### config.mk
export PLATFORM = sky130hd
export DESIGN_NAME = dofl_corr
export DESIGN_NICKNAME = d
export VERILOG_FILES = /design/src/hdl/dofl_pkg.sv /design/src/hdl/dofl_div.sv /design/src/hdl/dofl_corr.sv
export SDC_FILE = /design/constraint.sdc
export NUM_CORES = 2
export LEC_CHECK = 0
export ABC_AREA = 1
export ABC_CLOCK_PERIOD_IN_PS = 13800
export BUFFER_PORTS_ARGS = -buffer_cell sky130_fd_sc_hd__buf_2
export CORE_MARGIN = 3
export CORE_UTILIZATION = 30
export DETAILED_ROUTE_END_ITERATION = 12
export GPL_ROUTABILITY_DRIVEN = 0
export PLACE_DENSITY_LB_ADDON = 0.3
export SYNTH_ARGS = -nofsm -noshare
export SYNTH_HDL_FRONTEND = slang
export SYNTH_SLANG_ARGS = --single-unit
### constraint.sdc
create_clock -name clk -period 13.8 [get_ports clk]
set_input_delay 1.38 -clock clk [delete_from_list [all_inputs] [get_ports clk]]
set_output_delay 1.38 -clock clk [all_outputs]
set_load 0.05 [all_outputs]
### src/hdl/dofl_pkg.sv
package dofl_pkg;

  // Number formats
  localparam int FRAC_BITS = 16;
  localparam int ACC_W     = 40;          // wide signed accumulator for saturating sums
  localparam int CORR_W    = 18;          // ln(1 + exp(-d)) result, never above ln 2
  localparam int DIV_W     = 62;          // dividend / shifted divisor width
  localparam int DIV_QW    = 30;          // widest quotient the divider produces
  localparam int DIV_CW    = 5;           // quotient bit counter

  localparam logic [4:0]  VISIT_LIMIT = 5'd16;
  localparam logic [29:0] LN2_Q30     = 30'd744261118;

  localparam logic signed [31:0] LOG_NEG = 32'sh8000_0000;
  localparam logic signed [31:0] LOG_POS = 32'sh7fff_ffff;

  // Request / response of the ln(1 + exp(-d)) engine
  typedef struct packed {
    logic        start;
    logic [31:0] d;
  } corr_req_t;

  typedef struct packed {
    logic              done;
    logic [CORR_W-1:0] value;
  } corr_rsp_t;

  // Request / response of the shift-subtract divider
  typedef struct packed {
    logic              start;
    logic [DIV_W-1:0]  num;
    logic [DIV_W-1:0]  den_sh;   // divisor already aligned to the top quotient bit
    logic [DIV_CW-1:0] nbits;
  } div_req_t;

  typedef struct packed {
    logic              done;
    logic [DIV_QW-1:0] q;
  } div_rsp_t;

  // Saturate a wide signed value to the 32-bit log range
  function automatic logic signed [31:0] sat_log(input logic signed [ACC_W-1:0] v);
    logic signed [31:0] r;
    if (v > ACC_W'(LOG_POS)) begin
      r = LOG_POS;
    end else if (v < ACC_W'(LOG_NEG)) begin
      r = LOG_NEG;
    end else begin
      r = v[31:0];
    end
    return r;
  endfunction

  function automatic logic signed [ACC_W-1:0] ext_log(input logic signed [31:0] a);
    return {{(ACC_W-32){a[31]}}, a};
  endfunction

  // Saturating add of two logs
  function automatic logic signed [31:0] sadd(input logic signed [31:0] a,
                                              input logic signed [31:0] b);
    return sat_log(ext_log(a) + ext_log(b));
  endfunction

  function automatic logic [4:0] clamp_cnt(input logic [4:0] c);
    return (c > VISIT_LIMIT) ? VISIT_LIMIT : c;
  endfunction

  // floor(2^31 / k) for the small divisors of both series
  function automatic logic [31:0] recip_tab(input logic [4:0] k);
    logic [31:0] r;
    case (k)
      5'd1:    r = 32'd2147483648;
      5'd2:    r = 32'd1073741824;
      5'd3:    r = 32'd715827882;
      5'd4:    r = 32'd536870912;
      5'd5:    r = 32'd429496729;
      5'd6:    r = 32'd357913941;
      5'd7:    r = 32'd306783378;
      5'd8:    r = 32'd268435456;
      5'd9:    r = 32'd238609294;
      5'd10:   r = 32'd214748364;
      5'd11:   r = 32'd195225786;
      5'd12:   r = 32'd178956970;
      5'd13:   r = 32'd165191049;
      5'd15:   r = 32'd143165576;
      5'd17:   r = 32'd126322567;
      5'd19:   r = 32'd113025455;
      5'd21:   r = 32'd102261126;
      5'd23:   r = 32'd93368854;
      default: r = 32'd0;
    endcase
    return r;
  endfunction

endpackage

### src/hdl/dofl_div.sv
module dofl_div (
  input  logic               clk,
  input  logic               rst_n,
  input  dofl_pkg::div_req_t req,
  output dofl_pkg::div_rsp_t rsp
);
  import dofl_pkg::*;

  logic              busy_r;
  logic [DIV_CW-1:0] cnt_r;
  logic [DIV_W-1:0]  rem_r;
  logic [DIV_W-1:0]  dsh_r;
  logic [DIV_QW-1:0] q_r;

  assign rsp.done = busy_r && (cnt_r == '0);
  assign rsp.q    = q_r;

  // Restoring division, one quotient bit per cycle
  always_ff @(posedge clk) begin
    if (!rst_n) begin
      busy_r <= 1'b0;
    end else if (req.start) begin
      busy_r <= 1'b1;
      cnt_r  <= req.nbits;
      rem_r  <= req.num;
      dsh_r  <= req.den_sh;
      q_r    <= '0;
    end else if (busy_r) begin
      if (cnt_r == '0) begin
        busy_r <= 1'b0;
      end else begin
        if (rem_r >= dsh_r) begin
          rem_r <= rem_r - dsh_r;
          q_r   <= {q_r[DIV_QW-2:0], 1'b1};
        end else begin
          q_r   <= {q_r[DIV_QW-2:0], 1'b0};
        end
        dsh_r <= dsh_r >> 1;
        cnt_r <= cnt_r - 1'b1;
      end
    end
  end

  // the sequencer never restarts a division in flight
  a_no_restart: assert property (@(posedge clk) disable iff (!rst_n)
    req.start |-> !busy_r)
    else $error("divider restarted while busy");

endmodule

### src/hdl/dofl_corr.sv
module dofl_corr (
  input  logic                clk,
  input  logic                rst_n,
  input  dofl_pkg::corr_req_t req,
  output dofl_pkg::corr_rsp_t rsp
);
  import dofl_pkg::*;

  typedef enum logic [3:0] {
    C_IDLE, C_NA, C_NB, C_NC, C_TA, C_TB, C_TC, C_E, C_DIVZ,
    C_Z2, C_Z3, C_SA, C_SB, C_SC, C_FIN, C_DONE
  } cstate_t;

  localparam logic [32:0] CORR_LIMIT = 33'd32 << FRAC_BITS;
  localparam logic [4:0]  TAYLOR_LAST = 5'd12;
  localparam logic [4:0]  SERIES_LAST = 5'd23;
  localparam logic [DIV_CW-1:0] Z_QBITS = 5'd30;
  // floor(2^46 / ln2 in Q30): d * this >> 32 is floor(d / ln2) or one below
  localparam logic [31:0] LN2_RECIP = 32'd94548;

  cstate_t            state_r;
  logic [20:0]        d_r;
  logic [5:0]         n_r;
  logic [29:0]        r_r;
  logic [30:0]        term_r;
  logic signed [32:0] sum_r;
  logic [4:0]         k_r;
  logic [30:0]        t0_r;
  logic [63:0]        mul_r;
  logic [29:0]        z_r;
  logic [29:0]        z2_r;
  logic [29:0]        p_r;
  logic [33:0]        acc_r;
  logic [CORR_W-1:0]  res_r;

  div_req_t    div_req;
  div_rsp_t    div_rsp;
  logic        too_big;
  logic [35:0] r_red;
  logic [35:0] r_sub;
  logic [31:0] mul_a;
  logic [31:0] mul_b;
  logic [63:0] prod;
  logic [31:0] recip_k;
  logic [31:0] qe;
  logic [30:0] dk_x;
  logic [36:0] qk;
  logic        fix;
  logic [30:0] dk_q;
  logic [31:0] e_v;
  logic [34:0] acc2;
  logic [34:0] rnd;

  dofl_div u_div (
    .clk (clk),
    .rst_n (rst_n),
    .req (div_req),
    .rsp (div_rsp)
  );

  assign too_big = {1'b0, req.d} >= CORR_LIMIT;

  // Range reduction remainder: d in Q30 less n * ln2, at most one ln2 too many
  assign r_red = (36'(d_r) << (30 - FRAC_BITS)) - mul_r[35:0];
  assign r_sub = r_red - {6'b0, LN2_Q30};

  // Divider request: e / (2 + e) for the series argument
  assign e_v = sum_r[32] ? 32'd0 : (sum_r[31:0] >> n_r);
  always_comb begin
    div_req.start  = (state_r == C_E);
    div_req.num    = DIV_W'(e_v) << 30;
    div_req.den_sh = DIV_W'({1'b0, e_v} + 33'd2147483648) << (Z_QBITS - 1'b1);
    div_req.nbits  = Z_QBITS;
  end

  // Shared multiplier operands
  assign recip_k = recip_tab(k_r);
  always_comb begin
    case (state_r)
      C_NA:    begin mul_a = {11'b0, d_r};          mul_b = LN2_RECIP;         end
      C_NB:    begin mul_a = {26'b0, mul_r[37:32]}; mul_b = {2'b0, LN2_Q30};   end
      C_TA:    begin mul_a = {1'b0, term_r};       mul_b = {2'b0, r_r};       end
      C_TB:    begin mul_a = {1'b0, mul_r[60:30]}; mul_b = recip_k;           end
      C_Z2:    begin mul_a = {2'b0, z_r};          mul_b = {2'b0, z_r};       end
      C_SA:    begin mul_a = {2'b0, p_r};          mul_b = recip_k;           end
      C_SB:    begin mul_a = {2'b0, p_r};          mul_b = {2'b0, z2_r};      end
      default: begin mul_a = '0;                   mul_b = '0;                end
    endcase
  end
  assign prod = mul_a * mul_b;

  // x / k by reciprocal, then one correction step
  assign qe   = mul_r[62:31];
  assign dk_x = (state_r == C_TC) ? t0_r : {1'b0, p_r};
  assign qk   = {5'b0, qe} * {32'b0, k_r};
  assign fix  = {6'b0, dk_x} >= (qk + {32'b0, k_r});
  assign dk_q = qe[30:0] + {30'b0, fix};

  // Round the Q30 series sum to the log format
  assign acc2 = {acc_r, 1'b0};
  assign rnd  = (acc2 + (35'd1 << (29 - FRAC_BITS))) >> (30 - FRAC_BITS);

  assign rsp.done  = (state_r == C_DONE);
  assign rsp.value = res_r;

  // Sequencer
  always_ff @(posedge clk) begin
    if (!rst_n) begin
      state_r <= C_IDLE;
    end else begin
      case (state_r)
        C_IDLE: begin
          if (req.start) begin
            if (too_big) begin
              res_r   <= '0;
              state_r <= C_DONE;
            end else begin
              d_r     <= req.d[20:0];
              state_r <= C_NA;
            end
          end
        end
        // n = floor(d / ln2) by reciprocal estimate
        C_NA: begin
          mul_r   <= prod;
          state_r <= C_NB;
        end
        C_NB: begin
          n_r     <= mul_r[37:32];
          mul_r   <= prod;
          state_r <= C_NC;
        end
        C_NC: begin
          if (r_red >= {6'b0, LN2_Q30}) begin
            n_r <= n_r + 6'd1;
            r_r <= r_sub[29:0];
          end else begin
            r_r <= r_red[29:0];
          end
          term_r  <= 31'h4000_0000;
          sum_r   <= 33'sh0_4000_0000;
          k_r     <= 5'd1;
          state_r <= C_TA;
        end
        C_TA: begin
          mul_r   <= prod;
          state_r <= C_TB;
        end
        C_TB: begin
          t0_r    <= mul_r[60:30];
          mul_r   <= prod;
          state_r <= C_TC;
        end
        C_TC: begin
          // exp(-r) Taylor terms alternate in sign
          term_r <= dk_q;
          if (k_r[0]) begin
            sum_r <= sum_r - $signed({2'b0, dk_q});
          end else begin
            sum_r <= sum_r + $signed({2'b0, dk_q});
          end
          if (k_r == TAYLOR_LAST) begin
            state_r <= C_E;
          end else begin
            k_r     <= k_r + 5'd1;
            state_r <= C_TA;
          end
        end
        C_E: begin
          state_r <= C_DIVZ;
        end
        C_DIVZ: begin
          if (div_rsp.done) begin
            z_r     <= div_rsp.q;
            state_r <= C_Z2;
          end
        end
        C_Z2: begin
          mul_r   <= prod;
          state_r <= C_Z3;
        end
        C_Z3: begin
          z2_r    <= mul_r[59:30];
          p_r     <= z_r;
          acc_r   <= '0;
          k_r     <= 5'd1;
          state_r <= C_SA;
        end
        C_SA: begin
          mul_r   <= prod;
          state_r <= C_SB;
        end
        C_SB: begin
          acc_r   <= acc_r + {3'b0, dk_q};
          mul_r   <= prod;
          state_r <= C_SC;
        end
        C_SC: begin
          p_r <= mul_r[59:30];
          if (k_r == SERIES_LAST) begin
            state_r <= C_FIN;
          end else begin
            k_r     <= k_r + 5'd2;
            state_r <= C_SA;
          end
        end
        C_FIN: begin
          res_r   <= rnd[CORR_W-1:0];
          state_r <= C_DONE;
        end
        C_DONE: begin
          state_r <= C_IDLE;
        end
        default: begin
          state_r <= C_IDLE;
        end
      endcase
    end
  end

  // a division only completes while the sequencer waits for it
  a_div_wait: assert property (@(posedge clk) disable iff (!rst_n)
    div_rsp.done |-> (state_r == C_DIVZ))
    else $error("division finished outside a wait state");

endmodule

; ---- Word-level counts from Yosys, hierarchy flattened
; Memories as Yosys holds them, arrays and structs flattened. A register that Yosys moved wholly into a read port is not among the register bits.
; Cells that the tools add are included.
[word_totals]
register_bits = 526
romBits = 1024
in_bits = 35
output_inout_bits = 19
elab_cells = 138
n_memories = 1
[memory_table]
columns = name, depth, word_bits, read_ports, rd_ports_with_merged_regs, write_ports, line_no
row1 = (name not given), 32, 32, 1, 1, 0, dofl_pkg.sv:71  ; case (k)
[op_classes]
addsub = 14
mul = 2
magnitude_cmp = 4
eq_ne = 24
shift = 1
mux = 40
bitwise_logic = 1
n_reduce_logical = 30
[op_table]
columns = cell, count
row1 = $mux 62, 7
row2 = $pmux 32 s6, 1
row3 = $pmux 31 s6, 1
row4 = $mux 30, 3
row5 = $pmux 34 s2, 1
row6 = $pmux 33 s2, 1
row7 = $pmux 4 s16, 1
row8 = $mul 31x32->63, 1
row9 = $ge 62x62->1, 1
row10 = $pmux 31 s2, 1
row11 = $sub 62x62->62, 1
row12 = $pmux 30 s2, 1
row13 = $add 37x5->37, 1
row14 = $ge 31x37->1, 1
row15 = $mul 32x5->37, 1
row16 = $ge 36x30->1 const B, 1
row17 = $mux 18, 2
row18 = $pmux 18 s2, 1
row19 = $sub 35x36->36, 1
row20 = $add 34x31->34, 1
row21 = $add 32x32->33 const B, 1
row22 = $add 33x32->33, 1
row23 = $mux 33, 1
row24 = $sub 33x32->33, 1
row25 = other kinds (37), 83

; ---- Longest topological paths before layout
[depth]
depth_word = 7
mapped_depth = 61
ltp_nobuf = 59

; ---- By module
; A second synthesis with hierarchy kept.
[hier_totals]
cells_unflattened = 10171
area_unflattened_um2 = 77098.9
[modules_own_cells]
columns = module, instances, cells_per_inst, area_per_inst_um2, seq_area_each_um2
row1 = dofl_corr, 1, 8315, 64624.5, 11481.0
row2 = dofl_div, 1, 1856, 12474.5, 4794.6

; ---- Least setup slack after synthesis
; OpenSTA, ideal clock, no wires.
[synth_timing]
path_kind = flip-flop to flip-flop
startpoint = reg k_r[2]
endpoint = reg sum_r[29] (data pin)
setup_time_ns = 0.255
t_arrival_ns = 8.675
required_time_ns = 13.545
setup_slack_ns = 4.871
path_stages_with_launch = 54
path_buffers = 2
synth_period_minus_slack_ns = 8.929
cell_sequence = edfxtp_1 > clkbuf_1 > clkbuf_1 > nand2_1 > inv_1 > fa_1 > fa_1 > inv_1 > fa_1 > inv_1 > ha_1 > nand2_1 > nor2_1 > nand2_1 > o21ai_0 > a21oi_1 > xor2_1 > ha_1 > [... 18 more ...] > nand2_1 > nor2_2 > nand2_1 > nor2_1 > nand3_1 > nor2_1 > nor2_1 > xor2_1 > ha_1 > nand2_1 > nor2_1 > nand2_1 > o211ai_1 > nand2_1 > o211ai_1 > nand2_1 > a21oi_1 > nor2_1
[synth_via]
elab_chain_cells = 7
elab_cells_between_ends = 8
cone_classes = add/sub (4) / mul (1) / order compare (1) / mux (2)
[synth_rtl]
columns = item, line_no
row1 = from (decl), dofl_corr.sv:27  ; logic [4:0] k_r;
row2 = from (signal assigned), dofl_corr.sv:165  ; k_r <= k_r + 5'd1;
row3 = from (signal assigned), dofl_corr.sv:203  ; k_r <= k_r + 5'd2;
row4 = $mul 32x5->37, dofl_corr.sv:95  ; assign qk = {5'b0, qe} * {32'b0, k_r};
row5 = $add 37x5->37 *, dofl_corr.sv:96  ; assign fix = {6'b0, dk_x} >= (qk + {32'b0, k_r});
row6 = $ge 31x37->1 *, dofl_corr.sv:96
row7 = $add 31x1->31 *, dofl_corr.sv:97  ; assign dk_q = qe[30:0] + {30'b0, fix};
row8 = $add 33x32->33 / $sub 33x32->33 (equally long branches), "dofl_corr.sv:160, dofl_corr.sv:158"
row9 = $mux 33 *, dofl_corr.sv:157  ; if (k_r[0]) begin
row10 = $pmux 33 s2 *, dofl_corr.sv:111  ; case (state_r)
row11 = to (signal assigned), dofl_corr.sv:158  ; sum_r <= sum_r - $signed({2'b0, dk_q});
row12 = to (signal assigned), dofl_corr.sv:160  ; sum_r <= sum_r + $signed({2'b0, dk_q});
row13 = to (decl), dofl_corr.sv:26  ; logic signed [32:0] sum_r;
; Mark *: on every way between the ends. The rest lies on a longest branch, timed or not.
; A chain may end at the register's enable or synchronous reset.

; ---- Final worst setup path
[layout_timing]
startpoint = reg k_r[4]
endpoint = reg sum_r[30] (data pin)
; The elaborated chain is that of the path after synthesis.

==> results.tsv <==
metric	value	unit
GR Overflow Total	0	
row count	182	
# Max-Cap Violations	0	
Synth async-reset ratio	0	%
Slew Viols, Final	0	
Critical Path Sink Type	register	
post-synth top area share	25.8	%
slowest stage cell on the critical path	edfxtp_1	
IO buf count	53	
CTS Sinks	554	
startpoint types	register	
sequential area share after synthesis	21.8	%
vias after detailed routing	64300	
setup tns final	0	ns
syn avg cell area	7.83	um2
clk_skew	0.0535	ns
antenna violation net count after detailed routing	0	
Final Hold Vio Count	0	
vias in the first global route	64500	
status	completed	
Clock transition at path regs	0.08	ns
antenna violations before repair	5	
maximum number of pins on one net before global-route repair	80	
first-pass GRT wire length	392	mm
vias per cell	5.03	
die area	255000	um2
Worst EP arrival	12.21	ns
delay-heaviest family, CP	simple AND/OR/NAND/NOR gates	
cells after synthesis	9542	
most common cell after layout, fill and taps aside	nand2_1	
routed wire length	258	mm
Starting Density	30.3	%
crit share post-route	85.7	%
DRT iter0 DRCs	6166	
Final Critical Period	11.82	ns
Clock Tree Buf Depth	3	
#FFs+latches synth	554	
number of synthesized flops with an enable pin	518	
DRC Markers	0	
Chip Height	505	um
WP buf/inv	2	
DP HPWL	204	mm
# setup viols final	0	
largest stage delay on the critical path	1.23	ns
H-tree levels	2	
first-pass iteration count of the detailed router	7	
GRT Util Overall	19.8	%
Hold Crit Class	reg2reg	
post-synthesis instance area	74700	um2
post-CTS resize count	0	
Core Region	247000	um2
Num CTS Buffers	56	
commonest cells after routing, fill and taps aside	2542 x nand2_1, 1922 x inv_1, 964 x fa_1, 729 x nor2_1, 519 x ha_1	
Area contributors post-synth	fa_1 26%, edfxtp_1 21%, nand2_1 13%	
syn nets	11100	
fillers	26300	
share of post-route cells with drive strength above 1	4.20	%
critical path class	reg2reg	
ys flop type	edfxtp_1	
setup bufs post-CTS	0	
Req. time, crit path	14.18	ns
Max-slew headroom	12.6	%
Synth cell types	66	
Max Freq	0.0846	GHz
I/O pin count	54	
Max FO, Critical Path	33	
most common cell type on the critical path	nand2_1	
Tightest Pin Transition	1.31	ns
Area Growth Syn to Fin	8.05	%
Hold Buf Count CTS	0	
Clk Latency, worst-skew pair	0.69	ns
post-synth top area cell	fa_1	
drt wl/cell	20.2	um
clock root buffer	clkbuf_16	
CTS tree	yes	
Die Wd	505	um
yosys warns	0	
RSZ-0062 raised after global routing	false	
fin nets	11000	
==> cells in the mapped netlist, types with 28 or more instances <==
master	number
a21o_1	31
a21oi_1	477
a31oi_1	39
buf_2	147
clkbuf_1	156
dfxtp_1	36
edfxtp_1	518
fa_1	964
ha_1	519
inv_1	1924
nand2_1	2543
nand2_2	28
nand3_1	279
nand4_1	80
nor2_1	737
nor3_1	68
o211ai_1	31
o21a_1	33
o21ai_0	439
xnor2_1	47
xor2_1	112
==> flip-flops by register name (all words and copies together), names as in the netlist, 31 cells and up <==
signal / count
acc_r: 31
mul_r: 63
recip_k: 31
sum_r: 33
t0_r: 31
term_r: 31
u_div.dsh_r: 62
u_div.rem_r: 62
==> stage by stage <==
step	std cells	hold slack, ns	area [um2]	setup WS [ns]	utilization, %
2_1_floorplan	9542	0.400	74700	4.87	-
3_3_place_gp	12700	0.405	78600	2.50	31.8
3_5_place_dp	12700	0.420	78600	2.35	31.8
4_1_cts	12800	0.434	80700	2.30	32.7
5_1_grt	12800	0.449	80700	1.05	32.7
6_report	12800	0.434	80700	1.98	32.7
==> routing by layer <==
metal	vias up	share of wire, %	wire [um]	global-route usage [%]
li1	29400	-	-	-
met1	31600	42	108000	26.4
met2	2784	46	118000	32.3
met3	516	7.7	19800	2.80
met4	0	4.7	12000	7.97
met5	-	0	0	0
==> final timing paths <==
check,startpoint,cells past startpoint,slack [ns],endpoint
worst max-delay path,k_r[4],50,1.98,sum_r[30]
worst min-delay path,u_div.q_r[29],0,0.43,z_r[29]
worst max register to register,k_r[4],50,1.98,sum_r[30]
worst min register to register,u_div.q_r[29],0,0.43,z_r[29]
==> area by class of cell <==
| class | instances | area (um2) | share of cell area [%] |
|---|---|---|---|
| Inverter | 1947 | 7310 | 9.06 |
| Tap cell | 3312 | 4140 | 5.14 |
| Clock buffer | 69 | 1480 | 1.84 |
| Antenna cell | 4 | 10.0 | 0.0124 |
| Sequential cell | 554 | 16300 | 20.2 |
| Timing Repair Buffer | 165 | 1110 | 1.37 |
| Multi-Input combinational cell | 6708 | 49800 | 61.7 |
| Clock inverter | 36 | 591 | 0.732 |
==> logic make-up (layout without fill, tap and decap cells) <==
kind of cell    after synthesis  count (layout)  synth area share, %
xor+xnor                    159             159                 1.86
fa+ha+maj                  1483            1483                 34.5
simple gates               3859            3859                 20.9
compound gates             1203            1203                 9.07
buf+inv                    2280            2217                 11.8
flops                       554             554                 21.8
other cells                   0               4                    0
mux                           4               4               0.0536
==> worst reg2reg max path: cells and delay by family, from the launching register on <==
kind	cells	cell delay, ns
AND/OR/NAND/NOR	27	3.71
XOR/XNOR	2	0.64
flip-flops	1	1.23
adder cells (fa/ha/maj)	8	3.34
buffers and inverters	2	0.61
AO/OA/AOI/OAI	11	1.95
Power is left out: the tool's default activity adds up to more than one toggle a clock period on the data nets, which glitch-free logic cannot reach.
